File: config.mk
export PLATFORM = sky130hd
export DESIGN_NAME = wheel_encoder_speed_meter_core
export DESIGN_NICKNAME = d
export VERILOG_FILES = /design/src/rtl/wesm_pkg.sv /design/src/rtl/wesm_divider.sv /design/src/rtl/wheel_encoder_speed_meter_core.sv
export SDC_FILE = /design/constraint.sdc
export NUM_CORES = 2
export LEC_CHECK = 0
export ABC_CLOCK_PERIOD_IN_PS = 13400
export BUFFER_PORTS_ARGS = -buffer_cell sky130_fd_sc_hd__buf_4
export CORE_MARGIN = 5
export CORE_UTILIZATION = 25
export DETAILED_ROUTE_END_ITERATION = 6
export GPL_TIMING_DRIVEN = 0
export PLACE_DENSITY = 0.38
export SLEW_MARGIN = 20
export SYNTH_ARGS = -nofsm -noshare
export SYNTH_HDL_FRONTEND = slang
export SYNTH_HIERARCHICAL = 1
export SYNTH_SLANG_ARGS = --single-unit
File: constraint.sdc
create_clock -name clk -period 13.4 [get_ports clk]
set_clock_uncertainty 0.2 [all_clocks]
set_input_delay 1.34 -clock clk [delete_from_list [all_inputs] [get_ports clk]]
set_output_delay 1.34 -clock clk [all_outputs]
set_load 0.02 [all_outputs]
File: src/rtl/wesm_pkg.sv
// Shared widths, constants and handshake types of the wheel encoder speed meter.
// It depends on nothing else. The divider and the top level import it.
package wesm_pkg;

    // Field widths
    localparam int COUNT_W  = 6;
    localparam int DIST_W   = 40;
    localparam int TIME_W   = 64;
    localparam int SPEED_W  = 40;
    localparam int SLOT_W   = 16;
    localparam int WIN_W    = 6;
    localparam int CIRC_W   = 24;
    localparam int USPS_W   = 20;
    localparam int DVD_W    = CIRC_W + USPS_W;
    localparam int CFG_IDX_W  = 2;
    localparam int CFG_DATA_W = 24;

    // Default number of wheels
    localparam int DEF_NUM_WHEELS = 2;

    // Input event kinds carried in the mode field.
    localparam logic MODE_PULSE = 1'b0;
    localparam logic MODE_TICK  = 1'b1;

    // Configuration register indexes.
    localparam logic [CFG_IDX_W-1:0] REG_SLOT = CFG_IDX_W'(0);
    localparam logic [CFG_IDX_W-1:0] REG_WIN  = CFG_IDX_W'(1);
    localparam logic [CFG_IDX_W-1:0] REG_CIRC = CFG_IDX_W'(2);

    // Arithmetic constants
    localparam logic [USPS_W-1:0]  US_PER_S  = USPS_W'(1000000);
    localparam logic [DIST_W-1:0]  DIST_MAX  = {DIST_W{1'b1}};
    localparam logic [SPEED_W-1:0] SPEED_MAX = {SPEED_W{1'b1}};

    // Configuration reset values
    localparam logic [SLOT_W-1:0] SLOT_RESET = SLOT_W'(9425);
    localparam logic [WIN_W-1:0]  WIN_RESET  = WIN_W'(20);
    localparam logic [CIRC_W-1:0] CIRC_RESET = CIRC_W'(188500);

    // Request to the divider: start pulse and operands.
    typedef struct packed {
        logic              start;
        logic [DVD_W-1:0]  dividend;
        logic [TIME_W-1:0] divisor;
    } div_req_t;

    // Response from the divider: one-cycle done pulse and quotient.
    typedef struct packed {
        logic             done;
        logic [DVD_W-1:0] quotient;
    } div_rsp_t;

endpackage

File: src/rtl/wesm_divider.sv
// Restoring divider that retires one quotient bit per cycle.
// It depends on wesm_pkg for widths and the request and response types.
module wesm_divider
    import wesm_pkg::*;
(
    input  logic     clk,
    input  logic     rst_n,
    input  div_req_t req,
    output div_rsp_t rsp
);

    localparam int CNT_W = $clog2(DVD_W);
    localparam logic [CNT_W-1:0] LAST_STEP = CNT_W'(DVD_W - 1);

    logic [DVD_W-1:0]  quo_reg, quo_next;
    logic [DVD_W-1:0]  rem_reg, rem_next;
    logic [TIME_W-1:0] dvs_reg;
    logic [CNT_W-1:0]  cnt_reg;
    logic              busy_reg;
    logic              done_reg;

    logic [DVD_W:0]    trial;
    logic              fits;

    // One step: shift in the next dividend bit and subtract when it fits.
    always_comb
    begin
        trial    = {rem_reg, quo_reg[DVD_W-1]};
        fits     = {{(TIME_W-DVD_W-1){1'b0}}, trial} >= dvs_reg;
        rem_next = fits ? DVD_W'(trial - dvs_reg[DVD_W:0]) : trial[DVD_W-1:0];
        quo_next = {quo_reg[DVD_W-2:0], fits};
    end

    // Control of the iteration.
    always_ff @(posedge clk or negedge rst_n)
    begin
        if (!rst_n)
        begin
            busy_reg <= 1'b0;
            done_reg <= 1'b0;
            cnt_reg  <= '0;
        end
        else
        begin
            done_reg <= 1'b0;
            if (req.start)
            begin
                busy_reg <= 1'b1;
                cnt_reg  <= '0;
            end
            else if (busy_reg)
            begin
                cnt_reg <= cnt_reg + 1'b1;
                if (cnt_reg == LAST_STEP)
                begin
                    busy_reg <= 1'b0;
                    done_reg <= 1'b1;
                end
            end
        end
    end

    // Operand and partial result registers.
    always_ff @(posedge clk)
    begin
        if (req.start)
        begin
            quo_reg <= req.dividend;
            rem_reg <= '0;
            dvs_reg <= req.divisor;
        end
        else if (busy_reg)
        begin
            quo_reg <= quo_next;
            rem_reg <= rem_next;
        end
    end

    assign rsp.done     = done_reg;
    assign rsp.quotient = quo_reg;

endmodule

File: src/rtl/wheel_encoder_speed_meter_core.sv
// Top level of the wheel encoder speed meter: sequencer, per-wheel state and output register.
// It depends on wesm_pkg and instantiates wesm_divider.
//
// Each transfer on the input stream is an encoder pulse or a timer tick for one wheel and
// yields one result transfer, except that a wheel index not below NUM_WHEELS is dropped.
// A tick or a pulse that does not close a window passes through the calculation and done
// states until its result is loaded into the output register; a pulse that closes a window
// with nonzero elapsed time also waits on the 44-step bit-serial divider that computes
// circumference_um * 1000000 / elapsed. The input is not ready while an item is in work,
// but the next item is accepted while a finished result still waits in the output register.
// Configuration writes are taken whenever cfg_wr_en is high and should be made while idle.
module wheel_encoder_speed_meter_core
    import wesm_pkg::*;
#(
    parameter int NUM_WHEELS = DEF_NUM_WHEELS
)
(
    input  logic                  clk,
    input  logic                  rst_n,
    // Configuration write port
    input  logic                  cfg_wr_en,
    input  logic [CFG_IDX_W-1:0]  cfg_index,
    input  logic [CFG_DATA_W-1:0] cfg_data,
    // Input stream
    input  logic                  s_tvalid,
    output logic                  s_tready,
    input  logic [63:0]           s_tdata,   // [63:0] now_us
    input  logic [1:0]            s_tuser,   // [0] mode, [1] wheel
    // Result stream
    output logic                  m_tvalid,
    input  logic                  m_tready,
    output logic [151:0]          m_tdata,   // [5:0] pulse_count, [45:6] distance_um,
                                             // [109:46] elapsed_us, [149:110] speed_um_per_s,
                                             // [151:150] zero
    output logic [2:0]            m_tuser    // [0] wheel_out, [1] speed_valid, [2] speed_error
);

    localparam int IDX_W = (NUM_WHEELS > 1) ? $clog2(NUM_WHEELS) : 1;

    localparam logic [1:0] ST_IDLE = 2'd0;
    localparam logic [1:0] ST_CALC = 2'd1;
    localparam logic [1:0] ST_DIV  = 2'd2;
    localparam logic [1:0] ST_DONE = 2'd3;

    // Configuration registers
    logic [SLOT_W-1:0] slot_reg;
    logic [WIN_W-1:0]  win_reg;
    logic [CIRC_W-1:0] circ_reg;

    // Per-wheel state
    logic [COUNT_W-1:0] cnt_reg   [NUM_WHEELS];
    logic               run_reg   [NUM_WHEELS];
    logic [TIME_W-1:0]  start_reg [NUM_WHEELS];
    logic [TIME_W-1:0]  el_reg    [NUM_WHEELS];
    logic [DIST_W-1:0]  dist_reg  [NUM_WHEELS];

    // Sequencer and latched input
    logic [1:0]        state_reg, state_next;
    logic              mode_reg;
    logic              wheel_reg;
    logic [TIME_W-1:0] now_reg;

    // Result being assembled
    logic [COUNT_W-1:0] res_cnt_reg;
    logic [DIST_W-1:0]  res_dist_reg;
    logic [TIME_W-1:0]  res_el_reg;
    logic               res_valid_reg;
    logic [SPEED_W-1:0] res_speed_reg;
    logic               res_err_reg;

    // Output register
    logic               m_tvalid_reg;
    logic [151:0]       m_tdata_reg;
    logic [2:0]         m_tuser_reg;

    logic               wheel_ok;
    logic [IDX_W-1:0]   idx;
    logic [COUNT_W-1:0] cnt_cur, count, cnt_next;
    logic               run_cur, run_next;
    logic [TIME_W-1:0]  start_cur, start_next;
    logic [TIME_W-1:0]  el_cur, el_next, since_start;
    logic [DIST_W-1:0]  dist_cur, dist_next;
    logic [DIST_W:0]    dist_sum;
    logic               close;
    logic               need_div;
    logic               out_load;
    logic [DVD_W-1:0]   product;

    div_req_t div_req;
    div_rsp_t div_rsp;

    assign wheel_ok = 32'(wheel_reg) < NUM_WHEELS;
    assign idx      = IDX_W'(wheel_reg);

    // Read the addressed wheel.
    assign cnt_cur   = cnt_reg[idx];
    assign run_cur   = run_reg[idx];
    assign start_cur = start_reg[idx];
    assign el_cur    = el_reg[idx];
    assign dist_cur  = dist_reg[idx];

    // Update of the addressed wheel for a pulse or a tick.
    always_comb
    begin
        dist_sum    = {1'b0, dist_cur} + (DIST_W+1)'(slot_reg);
        since_start = now_reg - start_cur;
        count       = cnt_cur;
        cnt_next    = cnt_cur;
        run_next    = run_cur;
        start_next  = start_cur;
        el_next     = el_cur;
        dist_next   = dist_cur;
        close       = 1'b0;
        if (mode_reg == MODE_PULSE)
        begin
            dist_next = dist_sum[DIST_W] ? DIST_MAX : dist_sum[DIST_W-1:0];
            count     = cnt_cur + 1'b1;
            cnt_next  = count;
            if (count == COUNT_W'(1))
            begin
                if (!run_cur)
                begin
                    start_next = now_reg;
                    el_next    = '0;
                    run_next   = 1'b1;
                end
            end
            else if (count == win_reg)
            begin
                if (run_cur)
                begin
                    el_next  = since_start;
                    run_next = 1'b0;
                end
                else
                begin
                    el_next = '0;
                end
            end
            close = (count == win_reg);
            if (close)
            begin
                cnt_next = '0;
            end
        end
        else if (run_cur)
        begin
            el_next = since_start;
        end
        need_div = close && (el_next != '0);
    end

    // Dividend of the speed computation.
    assign product = DVD_W'(circ_reg) * DVD_W'(US_PER_S);

    assign div_req.start    = (state_reg == ST_CALC) && wheel_ok && need_div;
    assign div_req.dividend = product;
    assign div_req.divisor  = el_next;

    wesm_divider u_div (
        .clk   (clk),
        .rst_n (rst_n),
        .req   (div_req),
        .rsp   (div_rsp)
    );

    assign out_load = (state_reg == ST_DONE) && (!m_tvalid_reg || m_tready);

    // Sequencer
    always_comb
    begin
        state_next = state_reg;
        unique case (state_reg)
            ST_IDLE:
            begin
                if (s_tvalid)
                begin
                    state_next = ST_CALC;
                end
            end
            ST_CALC:
            begin
                if (!wheel_ok)
                begin
                    state_next = ST_IDLE;
                end
                else if (need_div)
                begin
                    state_next = ST_DIV;
                end
                else
                begin
                    state_next = ST_DONE;
                end
            end
            ST_DIV:
            begin
                if (div_rsp.done)
                begin
                    state_next = ST_DONE;
                end
            end
            ST_DONE:
            begin
                if (out_load)
                begin
                    state_next = ST_IDLE;
                end
            end
            default:
            begin
                state_next = ST_IDLE;
            end
        endcase
    end

    always_ff @(posedge clk or negedge rst_n)
    begin
        if (!rst_n)
        begin
            state_reg <= ST_IDLE;
        end
        else
        begin
            state_reg <= state_next;
        end
    end

    // Configuration writes; an index beyond the list is ignored.
    always_ff @(posedge clk or negedge rst_n)
    begin
        if (!rst_n)
        begin
            slot_reg <= SLOT_RESET;
            win_reg  <= WIN_RESET;
            circ_reg <= CIRC_RESET;
        end
        else if (cfg_wr_en)
        begin
            unique case (cfg_index)
                REG_SLOT: slot_reg <= cfg_data[SLOT_W-1:0];
                REG_WIN:  win_reg  <= cfg_data[WIN_W-1:0];
                REG_CIRC: circ_reg <= cfg_data[CIRC_W-1:0];
                default:  ;
            endcase
        end
    end

    // Capture the input transfer.
    always_ff @(posedge clk)
    begin
        if (s_tready && s_tvalid)
        begin
            mode_reg  <= s_tuser[0];
            wheel_reg <= s_tuser[1];
            now_reg   <= s_tdata;
        end
    end

    // Per-wheel state write-back.
    always_ff @(posedge clk or negedge rst_n)
    begin
        if (!rst_n)
        begin
            for (int i = 0; i < NUM_WHEELS; i++)
            begin
                cnt_reg[i]   <= '0;
                run_reg[i]   <= 1'b0;
                start_reg[i] <= '0;
                el_reg[i]    <= '0;
                dist_reg[i]  <= '0;
            end
        end
        else if ((state_reg == ST_CALC) && wheel_ok)
        begin
            cnt_reg[idx]   <= cnt_next;
            run_reg[idx]   <= run_next;
            start_reg[idx] <= start_next;
            el_reg[idx]    <= el_next;
            dist_reg[idx]  <= dist_next;
        end
    end

    // Assemble the result; the speed arrives from the divider with saturation.
    always_ff @(posedge clk)
    begin
        if (state_reg == ST_CALC)
        begin
            res_cnt_reg   <= count;
            res_dist_reg  <= dist_next;
            res_el_reg    <= el_next;
            res_valid_reg <= need_div;
            res_err_reg   <= close && (el_next == '0);
            res_speed_reg <= '0;
        end
        else if ((state_reg == ST_DIV) && div_rsp.done)
        begin
            res_speed_reg <= (div_rsp.quotient[DVD_W-1:SPEED_W] != '0) ? SPEED_MAX
                                                                      : div_rsp.quotient[SPEED_W-1:0];
        end
    end

    // Output register: holds a result until its transfer completes.
    always_ff @(posedge clk or negedge rst_n)
    begin
        if (!rst_n)
        begin
            m_tvalid_reg <= 1'b0;
        end
        else if (out_load)
        begin
            m_tvalid_reg <= 1'b1;
        end
        else if (m_tready)
        begin
            m_tvalid_reg <= 1'b0;
        end
    end

    always_ff @(posedge clk)
    begin
        if (out_load)
        begin
            m_tdata_reg <= {2'b00, res_speed_reg, res_el_reg, res_dist_reg, res_cnt_reg};
            m_tuser_reg <= {res_err_reg, res_valid_reg, wheel_reg};
        end
    end

    assign s_tready = (state_reg == ST_IDLE);
    assign m_tvalid = m_tvalid_reg;
    assign m_tdata  = m_tdata_reg;
    assign m_tuser  = m_tuser_reg;

endmodule

# Word level (Yosys, flattened, before mapping)
# Index checks and enable logic that the tools add are counted.
op_classes:
  addsub: 5
  eq_ne: 11
  n_bitwise: 1
  n_lt_le_gt_ge: 3
  n_mul: 1
  shifts: 0
  mux: 65
  reduce_logical: 20
  n_div: 0
ops:
  columns: ["cell", "count"]
  rows:
  - ["$mux 64", 16]
  - ["$mux 40", 7]
  - ["$bwmux 128", 2]
  - ["$mux 44", 3]
  - ["$bwmux 80", 1]
  - ["$demux 64 s1", 1]
  - ["$ge 45x64->1", 1]
  - ["$logic_not 64->1", 1]
  - ["$reduce_bool 64->1", 1]
  - ["$sub 64x64->64", 1]
  - ["$mux 6", 9]
  - ["$sub 44x44->44", 1]
  - ["$add 40x16->41", 1]
  - ["$demux 40 s1", 1]
  - ["$mul 24x14->38 const B", 1]
  - ["$mux 1", 17]
  - ["$add 6x1->6 const B", 2]
  - ["$bwmux 12", 1]
  - ["$pmux 2 s4", 1]
  - ["$logic_and 1x1->1", 7]
  - ["$demux 6 s1", 1]
  - ["$eq 2x2->1 const B", 3]
  - ["$eq 6x1->1 const B", 1]
  - ["$eq 6x6->1", 1]
  - ["17 further kinds", 25]
totals:
  output_inout_bits: 157
  regBits: 930
  inputBits: 97
  rom_bits: 0
  latchBits: 0
  ram_bits: 0
  n_memories: 0

# Logic depth before layout (Yosys ltp)
depth:
  ltp_word: 13
  ltp_mapped: 37
  ltp_nobuf: 24

# Cells and area by module
# Netlist, hierarchy kept.
by_module_without_submodules:
  columns: ["module", "cells_each", "instances", "seq_area_each_um2", "area_per_inst_um2"]
  rows:
  - ["wheel_encoder_speed_meter_core", 3585, 1, 20743.6, 40903.0]
  - ["wesm_divider", 840, 1, 4324.1, 8943.6]

# Worst setup path before layout
# No wires, ideal clock.
synth_path:
  kind: "register -> register"
  startpoint: "reg wheel_reg (netlist: idx)"
  endpoint: "reg u_div.quo_reg[0] (enable)"
  stages_incl_launch_ff: 33
  required_ns: 12.797
  path_buffers: 17
  arrival_ns: 12.830
  setup_slack_ns: -0.033
  synth_period_minus_slack_ns: 13.433
  path_cell_list: "edfxtp_1 buf_6 buf_12 buf_4 buf_2 buf_4 buf_2 buf_2 buf_2 clkbuf_1 buf_1 buf_2 mux2i_1 inv_1 ha_1 buf_2 nand4b_1 nand2_2 xnor3_1 or4_1 o21ai_1 clkbuf_1 clkbuf_1 clkbuf_1 buf_2 a41oi_1 o41a_1 nand4_1 or4_4 nor3b_1 clkbuf_1 inv_1 nand2_1"
synth_lines:
  columns: ["element", "line", "text"]
  rows:
  - ["start, declared", "wheel_encoder_speed_meter_core.sv:60", "logic wheel_reg;"]
  - ["start signal, assigned", "wheel_encoder_speed_meter_core.sv:255", "wheel_reg <= s_tuser[1];"]
  - ["end signal, assigned", "wesm_divider.sv:68", "quo_reg <= req.dividend;"]
  - ["end signal, assigned", "wesm_divider.sv:74", "quo_reg <= quo_next;"]
  - ["end, declared", "wesm_divider.sv:15", "logic [DVD_W-1:0] quo_reg, quo_next;"]

==> reports/qor.txt <==
Synthesis-to-layout area growth: 19.03%
CP required: 13.51 ns
Hold Fails Final Rpt: 0
Met3 usage: 1.811%
Routed via count: 35.11k
Period utilisation layout: 94.39%
Critical path class: reg2reg
Ys flop type: edfxtp_1
GR Util All Layers: 15.26%
Area contributors post-synth: edfxtp_1, dfrtp_1, ha_1, mux2_2, fa_1
Gr busiest metal: met2
Clock Latency Late Sink: 0.77 ns
GR met2 Demand/Resource: 25.92%
Final Worst Setup Slack: 0.7515 ns
Worst path slowest cell: buf_2
Met1 track demand over resource: 20.71%
Max Fclk: 79.06 MHz
DP HPWL: 124.5 mm
First-pass GRT wire length: 242.6 mm
Die width: 456.5 um
Synth area leader: edfxtp_1
DR pass1 iterations: 7
Status: complete, no violations
H-Tree Level Count: 3
Pins Over Slew Limit: 0
Synth warnings: 6
Clock Tree Root: clkbuf_16
Synthesized flop and latch total: 930
Die area: 208,400 um2
Aggregate routed wire length: 162.1 mm
Gr ovfl total: 0
Top cells by count, synth: edfxtp_1, nand2_1, dfrtp_1, inv_1, o21ai_0
Startpoint Class: flop
Syn Std Cell Area: 49,850 um2
CP max stage delay: 0.70 ns
Arrival time at the worst endpoint: 12.76 ns
Total CTS buffers: 111
Syn_area_per_cell: 11.26 um2
Crit path from: idx
Setup violators final: 0
Post-Syn Instances: 4,425
Share of cells above drive strength 1: 17.43%
Row count: 164
Max FFs per register: 150
Endpoint type of the worst setup path: flop
Vias in the first global route: 35.82k
Final Wtd Congestion: 0.8382
DIE HEIGHT: 456.5 um
DR iter-0 viols: 2,300
CTS tree: built
Top cell type's share of synthesized area: 26.45%
R2R setup slack: 0.75 ns
Post-synthesis cell type count: 106
Tmin final: 12.65 ns
Clock Sinks: 930
Port Buffers: 251
Hold WS: 0.2148 ns
Worst Hold Class: reg2reg
DR vias/cell: 4.640
Final setup TNS: 0 ns
Top-Level Pins: 254
Slew margin rel.: 27.83%
Number of flops mapped to enable cells by yosys: 439
Worst Path Max Fanout: 45
Actual slew at the worst max-slew pin: 1.083 ns
Residual DRC count: 0
Final ANT Viol Nets: 0
Seq/Total Area, Yosys: 50.29%
Clock Path Buffers: 3
Pre-CTS WS: -0.9549 ns
Max Cap Viol: 0
Layout Nets: 5,275
Synth async-reset ratio: 43.76%
Starting density of the core: 25.04%
RSZ-0062 raised after global routing: no
Number of buffers added for setup after CTS: 0
Reg2reg start: idx
Worst hold path startpoint: res_dist_reg[21]
Most numerous cell in the Yosys netlist: edfxtp_1
Drt wl/cell: 21.43 um
Crit path top cell by count: buf_2
Initial antenna violation count: 4
Core area: 199,000 um2
Reg clk slew, reported paths: 0.06 ns
Largest net degree at the start of global routing: 89
[worst max-delay path, delay by kind of cell, from the launching register on]
kind,cells,cell delay [ns]
adders and majority gates,1,0.17
xor gates and xnor gates,1,0.19
AOI/OAI and AO/OA,2,0.86
and+or+nand+nor,9,2.70
DFF,1,0.40
buffers and inverters,18,6.89
muxes,2,0.62
[metal layers]
layer / share of wire, % / wire (um) / vias up
li1: - / - / 16880
met1: 46 / 74780 / 17420
met2: 48 / 78210 / 634
met3: 3.5 / 5657 / 176
met4: 2.2 / 3489 / 2
met5: 0.0080 / 13 / -
[logic make-up after synthesis]
kind of cell / count (synthesis) / synth area share [%]
AO/OA/AOI/OAI: 1021 / 13.32
AND/OR/NAND/NOR: 1001 / 9.393
flip-flops: 930 / 50.29
buffers and inverters: 519 / 4.177
multiplexers: 432 / 9.343
adder cells (fa/ha/maj): 366 / 10.66
XOR/XNOR: 155 / 2.811
other: 1 / 0.007523
[layout by cell type, fill, tap and decap left out, drive strengths merged, types with 55 or more instances in the layout]
cell    count
edfxtp    439
nand2     408
dfrtp     392
buf       323
inv       311
clkbuf    302
o21ai     300
ha        268
a21oi     246
mux2      236
nor2      214
mux2i     196
fa         98
xnor2      97
dfxtp      84
nand4      67
a21o       65
nand3      63
a211oi     62
a31oi      60
nor3       59
xor2       55
[worst paths after layout]
| path | end | depth (start not counted) |
|---|---|---|
| setup / recovery | u_div/quo_reg[21] | 33 |
| hold / removal | m_tdata[27] | 0 |
| setup reg to reg | u_div/quo_reg[21] | 33 |
| hold reg to reg | m_tdata[27] | 0 |
| max in group asynchronous | start_reg[45] | 4 |
| min in group asynchronous | u_div/busy_reg | 1 |
[through the flow]
step / instances / area (um2) / utilization (%)
2_1_floorplan: 4432 / 49880 / -
3_3_place_gp: 7339 / 55090 / 27.68
3_5_place_dp: 7357 / 55520 / 27.89
4_1_cts: 7567 / 59320 / 29.80
5_1_grt: 7567 / 59330 / 29.81
6_report: 7567 / 59330 / 29.81
[what timing repair did]
| action | CTS | global route |
|---|---|---|
| gates resized for setup | 6 | 0 |
| hold buffers | 0 | 0 |
| endpoints found under the setup margin | 132 | 68 |
[area by class of cell]
class | instances | area [um2]
Fill cell | 20730 | 139700
Sequential cell | 930 | 25070
Multi-Input combinational cell | 2983 | 22800
Tap cell | 2656 | 3323
Clock buffer | 148 | 3078
Timing Repair Buffer | 269 | 2258
Inverter | 308 | 1156
Buffer | 209 | 934.6
Clock inverter | 63 | 716.9
Antenna cell | 1 | 2.502
Power is left out: the tool's default activity adds up to more than one toggle a clock period on the data nets, which glitch-free logic cannot reach.
